===== src/rtl/ppsq_pkg.sv =====
package ppsq_pkg;

  localparam int unsigned InTdataW  = 272;
  localparam int unsigned OutTdataW = 32;
  localparam int unsigned CfgAddrW  = 3;
  localparam int unsigned CfgDataW  = 64;

  // Configuration register indexes.
  typedef enum logic [CfgAddrW-1:0] {
    REG_REFERENCE_MAX_AGE  = 3'd0,
    REG_FLAG_INVALID_MASK  = 3'd1,
    REG_NOMINAL_INTERVAL   = 3'd2,
    REG_INTERVAL_TOLERANCE = 3'd3,
    REG_METADATA_MAX_AGE   = 3'd4
  } reg_idx_t;

  typedef enum logic [2:0] {
    CAD_UNAVAILABLE = 3'd0,
    CAD_MISSING     = 3'd1,
    CAD_INVALID     = 3'd2,
    CAD_DUPLICATE   = 3'd3,
    CAD_SHORT       = 3'd4,
    CAD_LONG        = 3'd5,
    CAD_VALID       = 3'd6
  } cadence_t;

  typedef enum logic [1:0] {
    PATH_UNAVAILABLE = 2'd0,
    PATH_SEQ_GAP     = 2'd1,
    PATH_INVALID     = 2'd2,
    PATH_VALID       = 2'd3
  } path_t;

  typedef enum logic [1:0] {
    FRESH_MISSING = 2'd0,
    FRESH_STALE   = 2'd1,
    FRESH_CURRENT = 2'd2
  } fresh_t;

  localparam logic [2:0] AUTH_QUALIFIED = 3'd0;
  localparam logic [2:0] AUTH_HOLDOVER  = 3'd1;
  localparam logic [2:0] AUTH_ANTENNA   = 3'd3;
  localparam logic [2:0] AUTH_UNKNOWN   = 3'd6;
  localparam logic [2:0] AUTH_RESERVED  = 3'd7;

  localparam logic [1:0] UTC_VALID   = 2'd0;
  localparam logic [1:0] UTC_BAD     = 2'd1;
  localparam logic [1:0] UTC_UNKNOWN = 2'd3;

  typedef enum logic [3:0] {
    QUAL_PATH_INVALID     = 4'd0,
    QUAL_UNKNOWN          = 4'd1,
    QUAL_UNQUALIFIED      = 4'd2,
    QUAL_META_STALE       = 4'd3,
    QUAL_AUTHORITY_UNKNOWN = 4'd4,
    QUAL_ANTENNA_ALARM    = 4'd5,
    QUAL_HOLDOVER         = 4'd6,
    QUAL_UTC_BAD          = 4'd7,
    QUAL_QUALIFIED        = 4'd8
  } qual_t;

  // Reason mask bit positions.
  localparam int unsigned RsRefUnavail   = 0;
  localparam int unsigned RsMissing      = 1;
  localparam int unsigned RsContUnavail  = 2;
  localparam int unsigned RsSeqNonmono   = 3;
  localparam int unsigned RsFlagInvalid  = 4;
  localparam int unsigned RsDuplicate    = 5;
  localparam int unsigned RsShort        = 6;
  localparam int unsigned RsLong         = 7;
  localparam int unsigned RsCadValid     = 8;
  localparam int unsigned RsMetaMissing  = 9;
  localparam int unsigned RsMetaStale    = 10;
  localparam int unsigned RsAntenna      = 11;
  localparam int unsigned RsHoldover     = 12;
  localparam int unsigned RsRxQualified  = 13;
  localparam int unsigned RsAuthUnknown  = 14;
  localparam int unsigned ReasonW        = 15;

  typedef struct packed {
    logic [63:0] reference_max_age;
    logic [31:0] flag_invalid_mask;
    logic [31:0] nominal_interval;
    logic [31:0] interval_tolerance;
    logic [63:0] metadata_max_age;
  } cfg_t;

  typedef struct packed {
    logic        cur_present;
    logic [63:0] cur_ticks;
    logic [31:0] cur_seq;
    logic [31:0] cur_flags;
    logic [63:0] time_now;
    logic        meta_present;
    logic [2:0]  meta_authority;
    logic [1:0]  meta_utc;
    logic [63:0] meta_ticks;
    logic        antenna_alarm;
    logic        fix_holdover;
  } item_t;

  typedef struct packed {
    logic        valid;
    logic [63:0] stamp;
    logic [31:0] number;
  } prev_t;

  typedef struct packed {
    cadence_t             cadence;
    path_t                capture_path;
    logic [2:0]           authority_out;
    logic [1:0]           utc_out;
    fresh_t               freshness;
    qual_t                qualification;
    logic [ReasonW-1:0]   reasons;
  } result_t;

endpackage


===== src/rtl/ppsq_eval.sv =====
module ppsq_eval
  import ppsq_pkg::*;
(
  input  item_t   item,
  input  cfg_t    cfg,
  input  prev_t   prev,
  output result_t res
);

  logic [64:0]        age_diff;
  logic               cap_missing;
  logic [63:0]        win_lo;
  logic [63:0]        win_hi;
  logic [63:0]        interval;
  logic [64:0]        meta_diff;
  logic               meta_stale;
  logic [2:0]         auth;
  cadence_t           cad;
  path_t              path;
  fresh_t             fresh;
  qual_t              qual;
  logic [ReasonW-1:0] rs;

  // Bit 64 of age_diff and meta_diff is the borrow, set when the subtrahend is larger.
  assign age_diff    = {1'b0, item.time_now} - {1'b0, item.cur_ticks};
  assign cap_missing = !age_diff[64] && (age_diff[63:0] > cfg.reference_max_age);

  assign win_lo   = {32'd0, cfg.nominal_interval} - {32'd0, cfg.interval_tolerance};
  assign win_hi   = {32'd0, cfg.nominal_interval} + {32'd0, cfg.interval_tolerance};
  assign interval = item.cur_ticks - prev.stamp;

  assign meta_diff  = {1'b0, item.time_now} - {1'b0, item.meta_ticks};
  assign meta_stale = meta_diff[64] || (meta_diff[63:0] > cfg.metadata_max_age);

  assign auth = (item.meta_authority == AUTH_RESERVED) ? AUTH_UNKNOWN : item.meta_authority;

  always_comb begin
    cad   = CAD_UNAVAILABLE;
    path  = PATH_UNAVAILABLE;
    fresh = FRESH_MISSING;
    rs    = '0;

    if (!item.cur_present) begin
      rs[RsRefUnavail] = 1'b1;
    end else if (cap_missing) begin
      cad = CAD_MISSING;
      rs[RsMissing] = 1'b1;
    end else if (!prev.valid) begin
      rs[RsContUnavail] = 1'b1;
    end else if (item.cur_seq <= prev.number) begin
      cad  = CAD_INVALID;
      path = PATH_SEQ_GAP;
      rs[RsSeqNonmono] = 1'b1;
    end else if ((item.cur_flags & cfg.flag_invalid_mask) != '0) begin
      cad  = CAD_INVALID;
      path = PATH_INVALID;
      rs[RsFlagInvalid] = 1'b1;
    end else begin
      path = PATH_VALID;
      if (item.cur_ticks <= prev.stamp) begin
        cad = CAD_DUPLICATE;
        rs[RsDuplicate] = 1'b1;
      end else if (interval < win_lo) begin
        cad = CAD_SHORT;
        rs[RsShort] = 1'b1;
      end else if (interval > win_hi) begin
        cad = CAD_LONG;
        rs[RsLong] = 1'b1;
      end else begin
        cad = CAD_VALID;
        rs[RsCadValid] = 1'b1;
      end
    end

    if (!item.meta_present) begin
      rs[RsMetaMissing] = 1'b1;
    end else if (meta_stale) begin
      fresh = FRESH_STALE;
      rs[RsMetaStale] = 1'b1;
    end else begin
      fresh = FRESH_CURRENT;
    end

    if (path == PATH_SEQ_GAP || path == PATH_INVALID) begin
      qual = QUAL_PATH_INVALID;
    end else if (cad != CAD_VALID) begin
      qual = (cad == CAD_UNAVAILABLE) ? QUAL_UNKNOWN : QUAL_UNQUALIFIED;
    end else if (fresh != FRESH_CURRENT) begin
      qual = (fresh == FRESH_STALE) ? QUAL_META_STALE : QUAL_AUTHORITY_UNKNOWN;
    end else if (auth == AUTH_ANTENNA || item.antenna_alarm) begin
      qual = QUAL_ANTENNA_ALARM;
      rs[RsAntenna] = 1'b1;
    end else if (auth == AUTH_HOLDOVER || item.fix_holdover) begin
      qual = QUAL_HOLDOVER;
      rs[RsHoldover] = 1'b1;
    end else if (item.meta_utc == UTC_BAD) begin
      qual = QUAL_UTC_BAD;
    end else if (auth == AUTH_QUALIFIED && item.meta_utc == UTC_VALID) begin
      qual = QUAL_QUALIFIED;
      rs[RsRxQualified] = 1'b1;
    end else begin
      qual = QUAL_AUTHORITY_UNKNOWN;
      rs[RsAuthUnknown] = 1'b1;
    end
  end

  assign res.cadence       = cad;
  assign res.capture_path  = path;
  assign res.authority_out = item.meta_present ? auth : AUTH_UNKNOWN;
  assign res.utc_out       = item.meta_present ? item.meta_utc : UTC_UNKNOWN;
  assign res.freshness     = fresh;
  assign res.qualification = qual;
  assign res.reasons       = rs;

endmodule


===== src/rtl/pps_reference_qualifier_core.sv =====
// Each capture passes an input register and then a result register on its way to
// the output. Throughput: one capture per clock cycle while the result stream is not
// stalled; the evaluation stage reads the previous capture, which is updated at the
// same edge that loads the result register.
// Reset (rst_n low at a rising edge) empties both stages, zeroes all five
// configuration registers and forgets the previous capture.
module pps_reference_qualifier_core
  import ppsq_pkg::*;
(
  input  logic                 clk,
  input  logic                 rst_n,
  // Input capture stream.
  input  logic                 in_tvalid,
  output logic                 in_tready,
  // From bit 0: cur_present, cur_ticks, cur_seq, cur_flags, time_now, meta_present,
  // meta_authority, meta_utc, meta_ticks, antenna alarm, fix_holdover, zero fill.
  input  logic [InTdataW-1:0]  in_tdata,
  // Result stream.
  output logic                 out_tvalid,
  input  logic                 out_tready,
  // From bit 0: cadence, capture_path, authority_out, utc_out, freshness,
  // qualification, reasons, zero fill.
  output logic [OutTdataW-1:0] out_tdata,
  // Configuration write port.
  input  logic                 cfg_wr_en,
  input  logic [CfgAddrW-1:0]  cfg_addr,
  input  logic [CfgDataW-1:0]  cfg_wdata
);

  cfg_t    cfg_r;
  prev_t   prev_r;
  item_t   in_item;
  item_t   stage_r;
  logic    stage_vld_r;
  result_t res;
  result_t out_r;
  logic    out_vld_r;
  logic    stage_adv;
  logic    in_fire;

  // Unpack the input transaction.
  assign in_item.cur_present    = in_tdata[0];
  assign in_item.cur_ticks      = in_tdata[64:1];
  assign in_item.cur_seq        = in_tdata[96:65];
  assign in_item.cur_flags      = in_tdata[128:97];
  assign in_item.time_now       = in_tdata[192:129];
  assign in_item.meta_present   = in_tdata[193];
  assign in_item.meta_authority = in_tdata[196:194];
  assign in_item.meta_utc       = in_tdata[198:197];
  assign in_item.meta_ticks     = in_tdata[262:199];
  assign in_item.antenna_alarm  = in_tdata[263];
  assign in_item.fix_holdover   = in_tdata[264];

  // Configuration registers. Writes to unused indexes are dropped.
  always_ff @(posedge clk) begin
    if (!rst_n) begin
      cfg_r <= '0;
    end else if (cfg_wr_en) begin
      unique case (cfg_addr)
        REG_REFERENCE_MAX_AGE:  cfg_r.reference_max_age  <= cfg_wdata;
        REG_FLAG_INVALID_MASK:  cfg_r.flag_invalid_mask  <= cfg_wdata[31:0];
        REG_NOMINAL_INTERVAL:   cfg_r.nominal_interval   <= cfg_wdata[31:0];
        REG_INTERVAL_TOLERANCE: cfg_r.interval_tolerance <= cfg_wdata[31:0];
        REG_METADATA_MAX_AGE:   cfg_r.metadata_max_age   <= cfg_wdata;
        default: ;
      endcase
    end
  end

  // The evaluation stage moves forward whenever the result register is free or
  // being drained, so a new capture enters while an older result still waits.
  assign stage_adv = stage_vld_r && (!out_vld_r || out_tready);
  assign in_tready = !stage_vld_r || stage_adv;
  assign in_fire   = in_tvalid && in_tready;

  always_ff @(posedge clk) begin
    if (!rst_n) begin
      stage_vld_r <= 1'b0;
    end else if (in_tready) begin
      stage_vld_r <= in_tvalid;
    end
  end

  always_ff @(posedge clk) begin
    if (in_fire) begin
      stage_r <= in_item;
    end
  end

  ppsq_eval u_eval (
    .item (stage_r),
    .cfg  (cfg_r),
    .prev (prev_r),
    .res  (res)
  );

  // Every evaluated capture replaces the stored one, whatever its outcome.
  always_ff @(posedge clk) begin
    if (!rst_n) begin
      prev_r <= '0;
    end else if (stage_adv) begin
      prev_r.valid  <= stage_r.cur_present;
      prev_r.stamp  <= stage_r.cur_ticks;
      prev_r.number <= stage_r.cur_seq;
    end
  end

  always_ff @(posedge clk) begin
    if (!rst_n) begin
      out_vld_r <= 1'b0;
    end else if (stage_adv) begin
      out_vld_r <= 1'b1;
    end else if (out_tready) begin
      out_vld_r <= 1'b0;
    end
  end

  always_ff @(posedge clk) begin
    if (stage_adv) begin
      out_r <= res;
    end
  end

  assign out_tvalid = out_vld_r;
  assign out_tdata  = {1'b0, out_r.reasons, out_r.qualification, out_r.freshness,
                       out_r.utc_out, out_r.authority_out, out_r.capture_path,
                       out_r.cadence};

endmodule

===== config.mk =====
export PLATFORM = sky130hd
export DESIGN_NAME = pps_reference_qualifier_core
export DESIGN_NICKNAME = d
export VERILOG_FILES = /design/src/rtl/ppsq_pkg.sv /design/src/rtl/ppsq_eval.sv /design/src/rtl/pps_reference_qualifier_core.sv
export SDC_FILE = /design/constraint.sdc
export NUM_CORES = 2
export LEC_CHECK = 0
export BUFFER_PORTS_ARGS = -buffer_cell sky130_fd_sc_hd__buf_2
export CAP_MARGIN = 10
export CORE_ASPECT_RATIO = 1.1
export CORE_MARGIN = 2
export CORE_UTILIZATION = 61
export DETAILED_ROUTE_END_ITERATION = 8
export PLACE_DENSITY = 0.88
export SETUP_SLACK_MARGIN = 0.4
export SYNTH_ARGS = -nofsm -noshare
export SYNTH_HDL_FRONTEND = slang
export SYNTH_SLANG_ARGS = --single-unit

===== constraint.sdc =====
create_clock -name clk -period 22.4 [get_ports clk]
set_clock_uncertainty 0.1 [all_clocks]
set_input_delay 4.48 -clock clk [delete_from_list [all_inputs] [get_ports clk]]
set_output_delay 4.48 -clock clk [all_outputs]
set_load 0.005 [all_outputs]

# After elaboration in Yosys (flattened, before gate mapping)

Index checks and enable logic that the tools add are counted.

Bits in registers: 619
Input port bits: 344
Word-level logic and storage cells: 140

Add/sub/neg operators: 5
Order comparisons: 6
Eq/ne operators: 13
Mux-type cells: 41
Bitwise logic cells: 3
Reductions and logical operators: 33

Operators with widths:

| cell                                          | number |
|---|---|
| > comparator 64 bit                           | 3 |
| subtractor 64 x 64 -> 65 bit                  | 2 |
| less-or-equal comparator 64 bit               | 1 |
| < comparator 64 bit                           | 1 |
| subtractor 64 bit                             | 1 |
| adder 32 x 32 -> 33 bit                       | 1 |
| subtractor 32 x 32 -> 33 bit                  | 1 |
| bitwise AND 32 bit                            | 1 |
| less-or-equal comparator 32 bit               | 1 |
| nonzero test 32 bit                           | 1 |
| 2-to-1 mux 3 bit                              | 9 |
| 2-to-1 mux 4 bit                              | 6 |
| 2-to-1 mux 1 bit                              | 18 |
| 2-to-1 mux 2 bit                              | 8 |
| OR reduction 6 bit                            | 2 |
| AND reduction 2 bit                           | 5 |
| == test 3 x 2 -> 1 bit, second input constant | 3 |
| logical NOT 3 bit                             | 3 |
| OR reduction 4 bit                            | 2 |
| OR reduction 7 bit                            | 1 |
| == test 2 x 1 -> 1 bit, second input constant | 3 |
| == test 3 x 1 -> 1 bit, second input constant | 2 |
| == test 3 bit, second input constant          | 2 |
| logical OR 1 bit                              | 6 |
| 11 further kinds                              | 18 |

# Longest topological paths before layout

Word-level depth: 13
Depth in mapped cells: 29
Depth with buffers taken out: 28

# Modules after synthesis

Synthesis repeated with hierarchy kept, for this count alone.

Cells, all modules: 4699
Area total of the unflattened synthesis: 41534.8 um^2

By module, submodules not included:

| module                       | instances | cells each | area each (um^2) | sequential area each (um^2) |
|---|---|---|---|---|
| ppsq_eval                    | 1         | 3150       | 21390.5          | 0.0 |
| pps_reference_qualifier_core | 1         | 1549       | 20144.3          | 15354.7 |

# Least setup slack after synthesis

Ideal clock, no wire load.

Path kind: in2reg
Start point: input port out_tready
End point: register stage_r[0] in the netlist's numbering, enable pin
Library setup time: 0.659 ns
Arrival: 10.643 ns
Required time: 21.641 ns
Slack: 10.999 ns
Stages: 3
Cells stage by stage: nor2b_1 nand2_1 and2_1

Longest elaborated chain between the ends: 4

RTL lines:

| item                 | line                               | source |
|---|---|---|
| from (decl)          | pps_reference_qualifier_core.sv:20 | `input logic out_tready,` |
| logical OR 1 bit     | pps_reference_qualifier_core.sv:72 | `assign stage_adv = stage_vld_r && (!out_vld_r \|\| out_tready);` |
| logical AND 1 bit    | pps_reference_qualifier_core.sv:72 |  |
| logical OR 1 bit     | pps_reference_qualifier_core.sv:73 | `assign in_tready = !stage_vld_r \|\| stage_adv;` |
| net in_tready        | pps_reference_qualifier_core.sv:14 | `output logic in_tready,` |
| logical AND 1 bit    | pps_reference_qualifier_core.sv:74 | `assign in_fire = in_tvalid && in_tready;` |
| net in_fire          | pps_reference_qualifier_core.sv:39 | `logic in_fire;` |
| to (signal assigned) | pps_reference_qualifier_core.sv:86 | `stage_r <= in_item;` |
| to (decl)            | pps_reference_qualifier_core.sv:33 | `item_t stage_r;` |

The timed path passes the listed nets, and every way through them passes these cells.
A chain may end at the register's enable or synchronous reset.

# Worst setup path after layout

Start point: input port out_tready
End point: output port in_tready

Longest elaborated chain between the ends: 3

RTL lines:

| item              | line |
|---|---|
| logical OR 1 bit  | pps_reference_qualifier_core.sv:72 |
| logical AND 1 bit | pps_reference_qualifier_core.sv:72 |
| logical OR 1 bit  | pps_reference_qualifier_core.sv:73 |
| to (decl)         | pps_reference_qualifier_core.sv:14 |

Every way passes these cells.

==> results.txt <==
The run finished with clean final reports. Violation count after the first detailed-routing iteration: 3,250. Following the worst setup path forward leads to its endpoint at in_tready. The tools report the element type at the critical path end as an output pin.

The category of the most critical setup path is primary input to output pin. Measured on the finished design, the core utilization comes to 68.5%. The DRC violation count after routing is 0. Clock root buffer: sky130_fd_sc_hd__clkbuf_16. The run gives 618 as the CTS sink count. In the layout the commonest cells are sky130_fd_sc_hd__nand2_1 (824), sky130_fd_sc_hd__ha_1 (511), sky130_fd_sc_hd__inv_1 (491), sky130_fd_sc_hd__buf_2 (368), sky130_fd_sc_hd__a21boi_0 (331). In this run the cell area of the synthesized design comes to 0.0423 sq mm. Power density over cell area: 70.7 mW/mm^2. The routed layout has 37.1k vias. STA classifies the critical path startpoint as a primary input.

For the number of antenna violations at the first check in global routing, the log shows 28. Internal power comes to 0.00229 W. Dividing the detail-routed via count by the number of cells gives 6.02.

The worst-case IR drop observed on VDD is 0.0000764 V. The number of failing hold endpoints at the final stage was 0. The clock latency reported for the late side of the worst-skew pair is 0.63 ns. The congestion estimate from routability-driven global placement came to 0.964. The hold path depth works out to 2. Measured against its own limit, the worst slew margin works out to 26.7%. The die covers 0.0714 sq mm.

Summed over all layers, the global routing overflow is 0. The tools report the worst flop-to-flop path endpoint as out_tdata[29]$_SDFFCE_PP0P_. The library cell used most frequently in the layout, excluding fill and tap cells, is sky130_fd_sc_hd__nand2_1. After detailed placement, the total cell area comes to 0.0448 sq mm. The run gives 0 as the max-cap violation count. The transition at the pin with the smallest max-transition slack came out at 1.09 ns. The floorplan has 101 rows.

The number of clock buffers added by TritonCTS is 69. The wire length per cell was 19.7 um; the post-synthesis net count was 5,746. The number of placed instances, taps included, is 6,022. Of the total power, the clock network draws 35.2%.

The core area was 0.0689 sq mm; the largest net degree at the start of global routing was 117. The number of top-level pins was 378; the remaining antenna violation count was 0. After the flow finishes, the layout carries non-filler instances totaling 6,172. The analysis attributes to net switching a power of 0.00105 W. The critical path starts at out_tready. The run gives 35.6k as the via count of the first global-routing pass.

After routing, the total negative slack on setup checks comes to 0 ns. The number of buffers inserted for hold repair after clock tree synthesis was 0. Detailed placement ended at an HPWL of 91.3 mm.

The minimum clock period after layout was 9.70 ns; the number of distinct library cell variants in the gate-level netlist after synthesis was 97. The floorplan step set the die height to 280 um. The number of buffer cells added on primary ports was 369. The worst register-to-register path has a depth of 23. Combinational cells account for 26.6% of the total power.

The tools report the startpoint of the lowest-slack hold path as cfg_r[208]$_SDFFE_PN0P_. The path class of the tightest hold or removal check is flip-flop to flip-flop. The clock tree synthesis step divided the H-tree into 3 levels.

The standby leakage power is 19.5 nW, and the clock transition at the registers of the reported paths is 0.06 ns. The first detailed-routing pass ran for 6 iterations. For the initial standard-cell utilization of the core, the log shows 61.4%.

TritonCTS built the clock tree. The count of buffers added by post-CTS timing repair for setup was 0; the final standard cell area without fillers was 0.0472 sq mm. The clock passes through at most 3 buffers. The net switching share of the total power was 31.5%; the number of flops mapped to enable cells by yosys was 295.

Signed area change from the synthesized netlist to the final layout: 11.5%. The fraction of layout cells with a size suffix above 1 was 10.6%; the number of warnings issued by yosys was 0. The prevailing post-synth register cell was sky130_fd_sc_hd__dfxtp_1. The run gives 5,254 as the number of filler cells placed in the layout. The x dimension of the die is 255 um. The number of resized instances in the post-cts repair step was 0; the final-report max-slew violation count was 0. The cell count after synthesis came out at 4,886.

Setup repair after global routing left no endpoint under its margin. Setup violations remaining at the end of the flow were counted as 0. The net count of the finished layout is 6,026. The post-route fraction of the period consumed by the critical path was 43.3%; the upper clock frequency limit was 0.103 GHz. The run gives 36.2% as the share of the yosys chip area belonging to registers. At the worst endpoint, the required time is 17.82 ns. The flop-to-flop setup slack was 13.91 ns. Routed wire length: 122 mm.

The async set-or-reset flop fraction in the synthesized netlist was 0%. In the global route stage, overall resource usage came out at 33.2%. A synthesized cell averages 8.65 sq um. In this run, synthesis produced a sequential element count of 618. Per report_power, the sequential group accounts for 38.2% of the total. The wire length of the first global-routing pass is 187 mm. In this run the worst path has a maximum fanout of 4. Data arrives at the worst endpoint at 5.12 ns.

Source of the worst register-to-register timing path: stage_r[84]$_DFFE_PP_.
==> layout make-up <==
class | instances | area [sq um] | share of cell area, %
Antenna cell | 23 | 57.6 | 0.122
Clock buffer | 83 | 1840 | 3.90
Clock inverter | 44 | 498 | 1.06
Inverter | 493 | 1850 | 3.93
Multi-Input combinational cell | 3598 | 24400 | 51.8
Sequential cell | 618 | 15300 | 32.5
Tap cell | 927 | 1160 | 2.46
Timing Repair Buffer | 386 | 1980 | 4.20
==> state kept, by name, indices dropped and copies added (netlist names) <==
signal       flops
cfg_r          224
out_tvalid       1
stage_vld_r      1
stage_r        265
prev_r          97
out_tdata       30
==> power by group through the flow <==
stage          combinational, W  sequential (W)  clock [W]
6_report               0.000887         0.00128    0.00117
5_1_grt                0.000992         0.00128    0.00122
4_1_cts                0.000871         0.00127    0.00118
3_5_place_dp           0.000859         0.00130          0
3_3_place_gp           0.000831         0.00129          0
2_1_floorplan          0.000635         0.00128          0
==> stage by stage <==
step	power (W)	hold WS [ns]	setup WS, ns
2_1_floorplan	0.00192	0.343	11.00
4_1_cts	0.00332	0.366	12.71
3_3_place_gp	0.00212	0.351	12.80
3_5_place_dp	0.00216	0.358	12.77
5_1_grt	0.00349	0.379	12.66
6_report	0.00334	0.361	12.70
==> cells by family (layout without fill, tap and decap cells) <==
family	Yosys count	in the layout	share of synthesized area, %
flops	618	618	36.2
fa+ha+maj	517	517	15.4
xor+xnor	213	213	4.41
mux	9	9	0.225
buf+inv	670	1006	6.02
compound gates	1347	1347	21.5
simple gates	1511	1511	16.2
other cells	1	24	0.00887
==> critical path: stages <==
cell	delay, ns
sky130_fd_sc_hd__buf_2	0.10
sky130_fd_sc_hd__nor2b_1	0.25
sky130_fd_sc_hd__nand2_1	0.13
sky130_fd_sc_hd__buf_2	0.15
==> synthesized netlist by cell type, drive strengths merged, types with 56 or more instances <==
library cell    n  area, sq um
a21boi        333         2500
xnor2         157         1380
nand4          86          538
a21o          184         1380
dfxtp         323         6470
inv           492         1850
nand2         826         3110
o21ai         167          843
nor3           57          285
edfxtp        295         8860
a21oi         329         1650
xor2           56          490
ha            511         6390
clkbuf        163          613
nand3          83          420
nor2          203          762
==> metal layers <==
| metal | global-route usage [%] | vias up | part of all wire [%] |
|---|---|---|---|
| met4 | 15.8 | 14 | 5.0 |
| met2 | 52.7 | 1560 | 45 |
| met3 | 6.26 | 347 | 8.9 |
| li1 | - | 17700 | - |
| met1 | 43.7 | 17500 | 41 |
| met5 | 0 | - | 0.065 |
==> worst min-delay path by stage <==
stage,slack (ns),end
5_1_grt,0.38,cfg_r[210]$_SDFFE_PN0P_
4_1_cts,0.37,cfg_r[184]$_SDFFE_PN0P_
2_1_floorplan,0.34,cfg_r[143]$_SDFFE_PN0P_
3_3_place_gp,0.35,cfg_r[188]$_SDFFE_PN0P_
6_report,0.36,cfg_r[208]$_SDFFE_PN0P_
3_5_place_dp,0.36,cfg_r[208]$_SDFFE_PN0P_
(Power assumes the default switching activity.)
